$ cat config.mk
export PLATFORM = sky130hd
export DESIGN_NAME = matrix_scan_order_generator
export DESIGN_NICKNAME = d
export VERILOG_FILES = /design/src/rtl/msog_pkg.sv /design/src/rtl/matrix_scan_order_generator.sv
export SDC_FILE = /design/constraint.sdc
export NUM_CORES = 1
export LEC_CHECK = 0
export BUFFER_PORTS_ARGS = -buffer_cell sky130_fd_sc_hd__buf_2
export CAP_MARGIN = 0
export CORE_ASPECT_RATIO = 1.2
export CORE_MARGIN = 2
export CORE_UTILIZATION = 25
export DETAILED_ROUTE_END_ITERATION = 8
export GPL_ROUTABILITY_DRIVEN = 1
export PLACE_DENSITY = 0.43
export SLEW_MARGIN = 5
export SYNTH_ARGS = -nofsm -noshare
export SYNTH_HDL_FRONTEND = slang
export SYNTH_SLANG_ARGS = --single-unit
$ cat constraint.sdc
create_clock -name i_clk -period 11.2 [get_ports i_clk]
set_input_delay 1.12 -clock i_clk [delete_from_list [all_inputs] [get_ports i_clk]]
set_output_delay 1.12 -clock i_clk [all_outputs]
set_load 0.01 [all_outputs]
$ cat src/rtl/msog_pkg.sv
`timescale 1ns / 1ps
// shared types and constants of the matrix scan order generator
// no dependencies; used by matrix_scan_order_generator and its testbench

package msog_pkg;

    // largest matrix side; the largest half side follows from it
    localparam int MAX_SIDE = 32;
    localparam int MAX_HALF = MAX_SIDE / 2;

    // field widths
    localparam int POS_W  = 5;
    localparam int SEQ_W  = 10;
    localparam int MODE_W = 2;
    localparam int HALF_W = 5;
    localparam int DIAG_W = 6;
    localparam int CFG_W  = 5;
    localparam int IDX_W  = 1;

    // scan order codes
    localparam logic [MODE_W-1:0] MODE_DIAG     = 2'd0;
    localparam logic [MODE_W-1:0] MODE_ANTI     = 2'd1;
    localparam logic [MODE_W-1:0] MODE_SPIRAL_I = 2'd2;
    localparam logic [MODE_W-1:0] MODE_SPIRAL_O = 2'd3;

    // register indexes
    localparam logic [IDX_W-1:0] CFG_SCAN_MODE = 1'b0;
    localparam logic [IDX_W-1:0] CFG_HALF_SIDE = 1'b1;

    localparam logic [HALF_W-1:0] HALF_RESET = 5'd10;

    // spiral leg, one-hot
    typedef enum logic [3:0] {
        LEG_A = 4'b0001,
        LEG_B = 4'b0010,
        LEG_C = 4'b0100,
        LEG_D = 4'b1000
    } t_leg;

endpackage

$ cat src/rtl/matrix_scan_order_generator.sv
`timescale 1ns / 1ps
// matrix scan order generator: walks an N by N matrix in one of four orders
// depends on msog_pkg
//
// Usage: each beat accepted on the input channel (i_in_valid / o_in_ready)
// yields exactly one address beat on the output channel (o_out_valid /
// i_out_ready) carrying row, column, position in the order and a flag on
// the final cell. i_restart high sends the order back to its first cell.
// Order and half side are written on the plain write port (i_cfg_we,
// i_cfg_idx, i_cfg_data) while the block is idle; any write makes the next
// beat start the order afresh.
// The address of a beat accepted at one edge is shown from that edge on.
// Throughput is one beat per cycle while the receiver keeps up: the walk
// state and the output register are both updated in the cycle of
// acceptance, and a new beat is taken whenever the output register is
// empty or is being emptied in the same cycle.
// When the receiver stalls, the pending address holds and o_in_ready
// drops until it is taken. Synchronous reset clears the walk, empties the
// output register and loads diagonal order with a half side of ten.

module matrix_scan_order_generator (
    input  logic                            i_clk,
    input  logic                            i_rst_n,
    input  logic                            i_cfg_we,
    input  logic [msog_pkg::IDX_W-1:0]      i_cfg_idx,
    input  logic [msog_pkg::CFG_W-1:0]      i_cfg_data,
    input  logic                            i_in_valid,
    output logic                            o_in_ready,
    input  logic                            i_restart,
    output logic                            o_out_valid,
    input  logic                            i_out_ready,
    output logic [msog_pkg::POS_W-1:0]      o_row,
    output logic [msog_pkg::POS_W-1:0]      o_col,
    output logic [msog_pkg::SEQ_W-1:0]      o_seq_index,
    output logic                            o_last
);

    localparam int W6 = msog_pkg::POS_W + 1;

    // configuration
    logic [msog_pkg::MODE_W-1:0] r_mode;
    logic [msog_pkg::HALF_W-1:0] r_half;

    // walk state
    msog_pkg::t_leg              r_leg, n_leg;
    logic [msog_pkg::POS_W-1:0]  r_ring, n_ring;
    logic [msog_pkg::POS_W-1:0]  r_cur_row, n_cur_row;
    logic [msog_pkg::POS_W-1:0]  r_cur_col, n_cur_col;
    logic [msog_pkg::DIAG_W-1:0] r_diag, n_diag;
    logic [msog_pkg::SEQ_W-1:0]  r_count, n_count;
    logic                        r_started;

    // output register
    logic                        r_out_valid;
    logic [msog_pkg::POS_W-1:0]  r_row, r_col;
    logic [msog_pkg::SEQ_W-1:0]  r_seq;
    logic                        r_last;

    logic                        in_acc;
    logic                        first;
    logic [msog_pkg::POS_W-1:0]  eff_h;
    logic [W6-1:0]               h6, side6, sidem1;
    logic [2*msog_pkg::POS_W-1:0] h_sq, h_sq_m1;
    logic [msog_pkg::SEQ_W-1:0]  total_m1;
    logic [W6-1:0]               row6, col6, ring6;
    logic [W6-1:0]               lo2, hi2, lo3, hi3;
    logic [msog_pkg::DIAG_W-1:0] diag_k;
    logic [W6-1:0]               dk_row, dk_col;
    logic [W6-1:0]               w_row, w_col;

    assign in_acc     = i_in_valid && o_in_ready;
    assign o_in_ready = !r_out_valid || i_out_ready;

    // effective half side: zero acts as one, large values saturate
    always_comb begin
        if (r_half == '0) begin
            eff_h = msog_pkg::POS_W'(1);
        end else if (r_half > msog_pkg::HALF_W'(msog_pkg::MAX_HALF)) begin
            eff_h = msog_pkg::POS_W'(msog_pkg::MAX_HALF);
        end else begin
            eff_h = r_half;
        end
    end

    assign h6       = {1'b0, eff_h};
    assign side6    = {eff_h, 1'b0};
    assign sidem1   = side6 - W6'(1);
    assign h_sq     = eff_h * eff_h;
    assign h_sq_m1  = h_sq - (2*msog_pkg::POS_W)'(1);
    // 4*h*h - 1
    assign total_m1 = {h_sq_m1[msog_pkg::SEQ_W-3:0], 2'b11};

    assign row6  = {1'b0, r_cur_row};
    assign col6  = {1'b0, r_cur_col};
    assign ring6 = {1'b0, r_ring};
    assign lo2   = ring6;
    assign hi2   = sidem1 - ring6;
    assign lo3   = h6 - W6'(1) - ring6;
    assign hi3   = h6 + ring6;

    assign first = i_restart || !r_started || (r_count >= total_m1);

    // first cell of the next diagonal
    assign diag_k = r_diag + msog_pkg::DIAG_W'(1);
    always_comb begin
        if (r_mode == msog_pkg::MODE_DIAG) begin
            if (W6'(diag_k) <= sidem1) begin
                dk_row = '0;
                dk_col = sidem1 - W6'(diag_k);
            end else begin
                dk_row = W6'(diag_k) - sidem1;
                dk_col = '0;
            end
        end else begin
            dk_row = (W6'(diag_k) < sidem1) ? W6'(diag_k) : sidem1;
            dk_col = W6'(diag_k) - dk_row;
        end
    end

    always_comb begin
        n_leg   = r_leg;
        n_ring  = r_ring;
        n_diag  = r_diag;
        n_count = r_count + msog_pkg::SEQ_W'(1);
        w_row   = row6;
        w_col   = col6;
        if (first) begin
            n_leg   = msog_pkg::LEG_A;
            n_ring  = '0;
            n_diag  = '0;
            n_count = '0;
            w_row   = '0;
            w_col   = '0;
            case (r_mode)
                msog_pkg::MODE_DIAG: begin
                    w_col = sidem1;
                end
                msog_pkg::MODE_SPIRAL_O: begin
                    // innermost ring has no left column leg
                    n_leg = msog_pkg::LEG_B;
                    w_row = h6;
                    w_col = h6 - W6'(1);
                end
                default: begin
                end
            endcase
        end else begin
            case (r_mode)
                msog_pkg::MODE_DIAG: begin
                    if (row6 + W6'(1) < side6 && col6 + W6'(1) < side6) begin
                        w_row = row6 + W6'(1);
                        w_col = col6 + W6'(1);
                    end else begin
                        n_diag = diag_k;
                        w_row  = dk_row;
                        w_col  = dk_col;
                    end
                end
                msog_pkg::MODE_ANTI: begin
                    if (row6 != '0 && col6 + W6'(1) < side6) begin
                        w_row = row6 - W6'(1);
                        w_col = col6 + W6'(1);
                    end else begin
                        n_diag = diag_k;
                        w_row  = dk_row;
                        w_col  = dk_col;
                    end
                end
                msog_pkg::MODE_SPIRAL_I: begin
                    case (r_leg)
                        msog_pkg::LEG_A: begin
                            if (col6 < hi2) begin
                                w_col = col6 + W6'(1);
                            end else if (hi2 >= lo2 + W6'(2)) begin
                                n_leg = msog_pkg::LEG_B;
                                w_row = lo2 + W6'(1);
                                w_col = hi2;
                            end else begin
                                n_leg = msog_pkg::LEG_C;
                                w_row = hi2;
                                w_col = hi2;
                            end
                        end
                        msog_pkg::LEG_B: begin
                            if (row6 + W6'(1) < hi2) begin
                                w_row = row6 + W6'(1);
                            end else begin
                                n_leg = msog_pkg::LEG_C;
                                w_row = hi2;
                                w_col = hi2;
                            end
                        end
                        msog_pkg::LEG_C: begin
                            if (col6 > lo2) begin
                                w_col = col6 - W6'(1);
                            end else if (hi2 >= lo2 + W6'(2)) begin
                                n_leg = msog_pkg::LEG_D;
                                w_row = hi2 - W6'(1);
                                w_col = lo2;
                            end else begin
                                n_leg  = msog_pkg::LEG_A;
                                n_ring = r_ring + msog_pkg::POS_W'(1);
                                w_row  = lo2 + W6'(1);
                                w_col  = lo2 + W6'(1);
                            end
                        end
                        default: begin
                            if (row6 > lo2 + W6'(1)) begin
                                w_row = row6 - W6'(1);
                            end else begin
                                n_leg  = msog_pkg::LEG_A;
                                n_ring = r_ring + msog_pkg::POS_W'(1);
                                w_row  = lo2 + W6'(1);
                                w_col  = lo2 + W6'(1);
                            end
                        end
                    endcase
                end
                default: begin
                    case (r_leg)
                        msog_pkg::LEG_A: begin
                            if (row6 + W6'(1) < hi3) begin
                                w_row = row6 + W6'(1);
                            end else begin
                                n_leg = msog_pkg::LEG_B;
                                w_row = hi3;
                                w_col = lo3;
                            end
                        end
                        msog_pkg::LEG_B: begin
                            if (col6 < hi3) begin
                                w_col = col6 + W6'(1);
                            end else if (hi3 >= lo3 + W6'(2)) begin
                                n_leg = msog_pkg::LEG_C;
                                w_row = hi3 - W6'(1);
                                w_col = hi3;
                            end else begin
                                n_leg = msog_pkg::LEG_D;
                                w_row = lo3;
                                w_col = hi3;
                            end
                        end
                        msog_pkg::LEG_C: begin
                            if (row6 > lo3 + W6'(1)) begin
                                w_row = row6 - W6'(1);
                            end else begin
                                n_leg = msog_pkg::LEG_D;
                                w_row = lo3;
                                w_col = hi3;
                            end
                        end
                        default: begin
                            if (col6 > lo3) begin
                                w_col = col6 - W6'(1);
                            end else begin
                                // next ring out starts one below its top-left corner
                                n_leg  = msog_pkg::LEG_A;
                                n_ring = r_ring + msog_pkg::POS_W'(1);
                                w_row  = lo3;
                                w_col  = lo3 - W6'(1);
                            end
                        end
                    endcase
                end
            endcase
        end
    end

    assign n_cur_row = w_row[msog_pkg::POS_W-1:0];
    assign n_cur_col = w_col[msog_pkg::POS_W-1:0];

    // configuration and walk state
    always_ff @(posedge i_clk) begin
        if (!i_rst_n) begin
            r_mode    <= msog_pkg::MODE_DIAG;
            r_half    <= msog_pkg::HALF_RESET;
            r_leg     <= msog_pkg::LEG_A;
            r_ring    <= '0;
            r_cur_row <= '0;
            r_cur_col <= '0;
            r_diag    <= '0;
            r_count   <= '0;
            r_started <= 1'b0;
        end else if (i_cfg_we) begin
            case (i_cfg_idx)
                msog_pkg::CFG_SCAN_MODE: r_mode <= i_cfg_data[msog_pkg::MODE_W-1:0];
                msog_pkg::CFG_HALF_SIDE: r_half <= i_cfg_data[msog_pkg::HALF_W-1:0];
                default: begin
                end
            endcase
            r_started <= 1'b0;
        end else if (in_acc) begin
            r_leg     <= n_leg;
            r_ring    <= n_ring;
            r_cur_row <= n_cur_row;
            r_cur_col <= n_cur_col;
            r_diag    <= n_diag;
            r_count   <= n_count;
            r_started <= 1'b1;
        end
    end

    // output register
    always_ff @(posedge i_clk) begin
        if (!i_rst_n) begin
            r_out_valid <= 1'b0;
        end else if (in_acc) begin
            r_out_valid <= 1'b1;
        end else if (i_out_ready) begin
            r_out_valid <= 1'b0;
        end
    end

    always_ff @(posedge i_clk) begin
        if (in_acc) begin
            r_row  <= n_cur_row;
            r_col  <= n_cur_col;
            r_seq  <= n_count;
            r_last <= (n_count == total_m1);
        end
    end

    assign o_out_valid = r_out_valid;
    assign o_row       = r_row;
    assign o_col       = r_col;
    assign o_seq_index = r_seq;
    assign o_last      = r_last;

    // a restart beat always comes out as the first cell
    a_restart_first: assert property (@(posedge i_clk) disable iff (!i_rst_n)
        in_acc && i_restart |=> r_out_valid && r_seq == '0)
        else $error("restart beat did not give position zero");

    // an ordinary step moves one place along the order
    a_count_step: assert property (@(posedge i_clk) disable iff (!i_rst_n)
        in_acc && !i_cfg_we && !i_restart && r_started && r_count < total_m1
        |=> r_count == $past(r_count) + msog_pkg::SEQ_W'(1))
        else $error("position did not advance by one");

    // the final cell carries the last position of the order
    a_last_pos: assert property (@(posedge i_clk) disable iff (!i_rst_n)
        r_out_valid && r_last |-> r_seq == total_m1)
        else $error("last flag on a wrong position");

    // addresses stay inside the matrix
    a_in_matrix: assert property (@(posedge i_clk) disable iff (!i_rst_n)
        r_out_valid && r_started |-> {1'b0, r_row} < side6 && {1'b0, r_col} < side6)
        else $error("address outside the matrix");

endmodule

==> impl_metrics.py <==
metrics = {
    "sta": {
        "fin_tns_setup_ps": 0,
        "skew_ps": 19.9,
        "setup_violations": 0,
        "min_period_over_period_pct": 60.2,
        "fmax_mhz": 148,
        "relSlewSlack_pct": 3.56,
        "min_period_ps": 6750,
        "hold_viol": 0,
        "tightestPinTransition_ps": 1450,
        "rsz0062_at_grt": "false",
        "hold_ws_ps": 505,
        "drv_slew": 0,
    },
    "place": {
        "gp_congestion": 0.931,
        "postPlaceCellArea_sq_um": 9520,
        "hpwl_um": 27300,
        "io_buffers": 34,
    },
    "layout": {
        "area_growth_syn_to_layout_pct": 11.6,
        "nNetsFinal": 1306,
        "mostFrequentLayoutCell": "ha_1",
        "layout-drive-gt1-share_pct": 9.29,
        "fin_area_sq_um": 9850,
        "layout_common_cells": "127 x ha_1, 111 x nand2_1, 87 x nor2_1",
        "final_core_util_pct": 28.2,
    },
    "floorplanning": {
        "die-area_sq_um": 36800,
        "start_util_pct": 25.3,
        "fp-row-count": 75,
        "die_height_um": 210,
        "coreArea_sq_um": 34900,
        "num_io_pins": 35,
        "die_x_um": 175,
    },
    "cts": {
        "cts_hold_buf": 0,
        "cts_setup_buffers": 0,
        "cts-root-buf": "clkbuf_16",
        "tritoncts": "done",
        "clk_pin_slew_ps": 70,
        "cts_buffer_depth": 2,
        "h-tree-depth": 3,
        "cts_sinks": 65,
        "cts_buffers": 9,
        "clkLatencyLatePin_ps": 360,
        "cts_resized": 0,
    },
    "global_routing": {
        "grt.overflow.total": 0,
        "grt_pass1_wl_um": 53600,
        "use_met2_pct": 31.9,
        "gr-usage-all-layers_pct": 19.3,
        "first_global_vias": 8432,
        "grt_max_degree": 50,
        "use_met3_pct": 2.90,
        "antenna_found_initial": 0,
        "gr-usage-met1_pct": 24.8,
        "top_usage_layer": "met2",
    },
    "setup_path": {
        "worst-path-max-fanout": 16,
        "r2r_end": "o_col[2]$_DFFE_PP_",
        "worstReg2RegStart": "r_half[4]$_SDFFE_PN0P_",
        "critical_path_arrival_ps": 6840,
        "r2r_slack_ps": 4450,
        "crit_path_start_kind": "flop",
        "rr_worst_depth": 20,
        "required_ps": 11290,
        "worst_setup_path_end_kind": "flop",
        "critPathKind": "flop to flop",
    },
    "logic_synthesis": {
        "synth.distinct_cells": 88,
        "yosys.area_share.simple_pct": 21.6,
        "avgSynthCellArea_sq_um": 7.70,
        "synth_edf_count": 21,
        "synth_mux_area_share_pct": 2.96,
        "ys_ff_latch": 65,
        "syn_area_sq_um": 8820,
        "synth.net_count": 1294,
        "synthXorXnorAreaFrac_pct": 7.91,
        "yosys.area_share.adder_pct": 20.1,
        "synth_cells": 1146,
        "synth_top_family_by_area": "compound AO/OA/AOI/OAI gates",
        "synth_flop_cell": "dfxtp_1",
        "ys_seq_area_share_pct": 17.1,
        "synth_top_area_share_pct": 18.0,
        "synth_top_cell_by_area": "ha_1",
        "ys_top_cells_by_area": "ha_1 18%, dfxtp_1 10%, edfxtp_1 7.1%",
        "synth_compound_area_share_pct": 24.3,
        "yosys_warnings": 0,
        "synthArstFlopShare_pct": 0,
    },
    "job": {
        "cap_violations": 0,
    },
    "worst_hold_path": {
        "holdCritStartpoint": "r_started$_SDFFE_PP0P_",
        "whs_endpoint": "r_started$_SDFFE_PP0P_",
        "hold_depth": 2,
        "hold_path.class": "flop to flop",
    },
    "power": {
        "p_leak_nw": 4.04,
        "power_mw": 1.06,
        "vdd_ir_drop_max_v": 0.000101,
        "p_per_area_nw_per_um2": 107,
    },
    "status": {
        "status": "finished, final reports clean",
    },
    "routing": {
        "first_pass_iters": 5,
        "vias_per_cell": 5.39,
        "route.detailed.drc": 0,
        "wl_per_cell_um": 21.9,
        "wl_um": 35600,
        "drtIter0Drc": 738,
        "antenna_left": 0,
        "num_vias": 8767,
    },
}
[layout make-up]
class                           instances  area, sq um
Fill cell                            3875        25100
Tap cell                              462          578
Clock buffer                           10          250
Inverter                               73          284
Timing Repair Buffer                   57          343
Multi-Input combinational cell        952         6810
Clock inverter                          6         70.1
Antenna cell                            2         5.00
Sequential cell                        65         1510
[flip-flops by register name, summed over array words and instances, names as in the netlist]
| register | flops |
|---|---|
| o_col | 5 |
| o_last | 1 |
| o_out_valid | 1 |
| o_row | 5 |
| o_seq_index | 10 |
| r_count | 10 |
| r_cur_col | 5 |
| r_cur_row | 5 |
| r_diag | 6 |
| r_half | 5 |
| r_leg | 4 |
| r_mode | 2 |
| r_ring | 5 |
| r_started | 1 |
[cells in the mapped netlist (4+ instances only)]
master / number
inv_1: 67
a21oi_1: 72
nor3_1: 36
a211oi_1: 13
o2111ai_1: 8
xnor2_1: 58
mux2_2: 5
a211o_1: 5
dfxtp_1: 44
ha_1: 127
and3_1: 8
clkbuf_1: 44
nand3_1: 62
a221oi_1: 7
nor2b_1: 25
nand4_1: 6
or3_1: 7
edfxtp_1: 21
o31ai_1: 11
nand2b_1: 14
a31oi_1: 13
o21a_1: 11
a21o_1: 13
buf_2: 6
o211ai_1: 12
o21ai_0: 64
a21boi_0: 21
o221ai_1: 8
mux2i_1: 19
nand3b_1: 5
fa_1: 9
and2_1: 6
nand2_1: 111
o22ai_1: 13
xor2_1: 18
o311a_1: 4
nor3b_1: 5
o32ai_1: 4
nor2_1: 87
[cells by family after synthesis]
| group | Yosys count |
|---|---|
| XOR/XNOR | 78 |
| AND/OR/NAND/NOR | 393 |
| multiplexers | 25 |
| AO/OA/AOI/OAI | 318 |
| adder cells (fa/ha/maj) | 136 |
| buffers and inverters | 129 |
| flip-flops | 65 |
| other | 2 |
[stage by stage]
step | instances | worst slack (ps)
floorplan | 1146 | 6000
global placement | 1609 | 4810
finish | 1627 | 4450
global route | 1625 | 4150
detailed placement | 1609 | 4660
CTS | 1625 | 4650
[per-layer routing]
layer  wire length [um]  share of wire, %
met2              16700                47
met3               2010               5.6
met1              15500                43
met4               1440               4.0
met5                  0                 0
[how the worst max path moves through the flow]
stage                                 startpoint            endpoint  cells past startpoint
after floorplan           r_half[3]$_SDFFE_PN1P_  o_col[4]$_DFFE_PP_                     23
after global placement    r_half[4]$_SDFFE_PN0P_  o_col[2]$_DFFE_PP_                     20
after detailed placement  r_half[4]$_SDFFE_PN0P_  o_col[2]$_DFFE_PP_                     20
after CTS                 r_half[4]$_SDFFE_PN0P_  o_col[2]$_DFFE_PP_                     20
after global routing      r_half[4]$_SDFFE_PN0P_  o_col[4]$_DFFE_PP_                     19
final                     r_half[4]$_SDFFE_PN0P_  o_col[2]$_DFFE_PP_                     20
[report_power, final]
group / internal, mW / leakage [nW] / switching [mW]
Clock: 0.188 / 0.159 / 0.124
Sequential: 0.253 / 0.567 / 0.00932
Combinational: 0.176 / 3.31 / 0.307
Total: 0.617 / 4.04 / 0.440
[critical path, cell delays in order, from the launching register on]
cell and delay [ps]:
dfxtp_1 600, nand2b_1 280, nand2_4 160, inv_1 350, ha_1 320, inv_1 70, xnor2_1 640, ha_1 360
nor2_1 70, a21oi_1 140, xor2_1 270, inv_1 200, ha_1 230, or3_1 370, o22ai_1 1070, nand2b_1 240
a21oi_1 70, o21ai_0 420, nand3_1 120, nor4_1 400, nor2_1 100
Power figures use the tool's default switching activity.
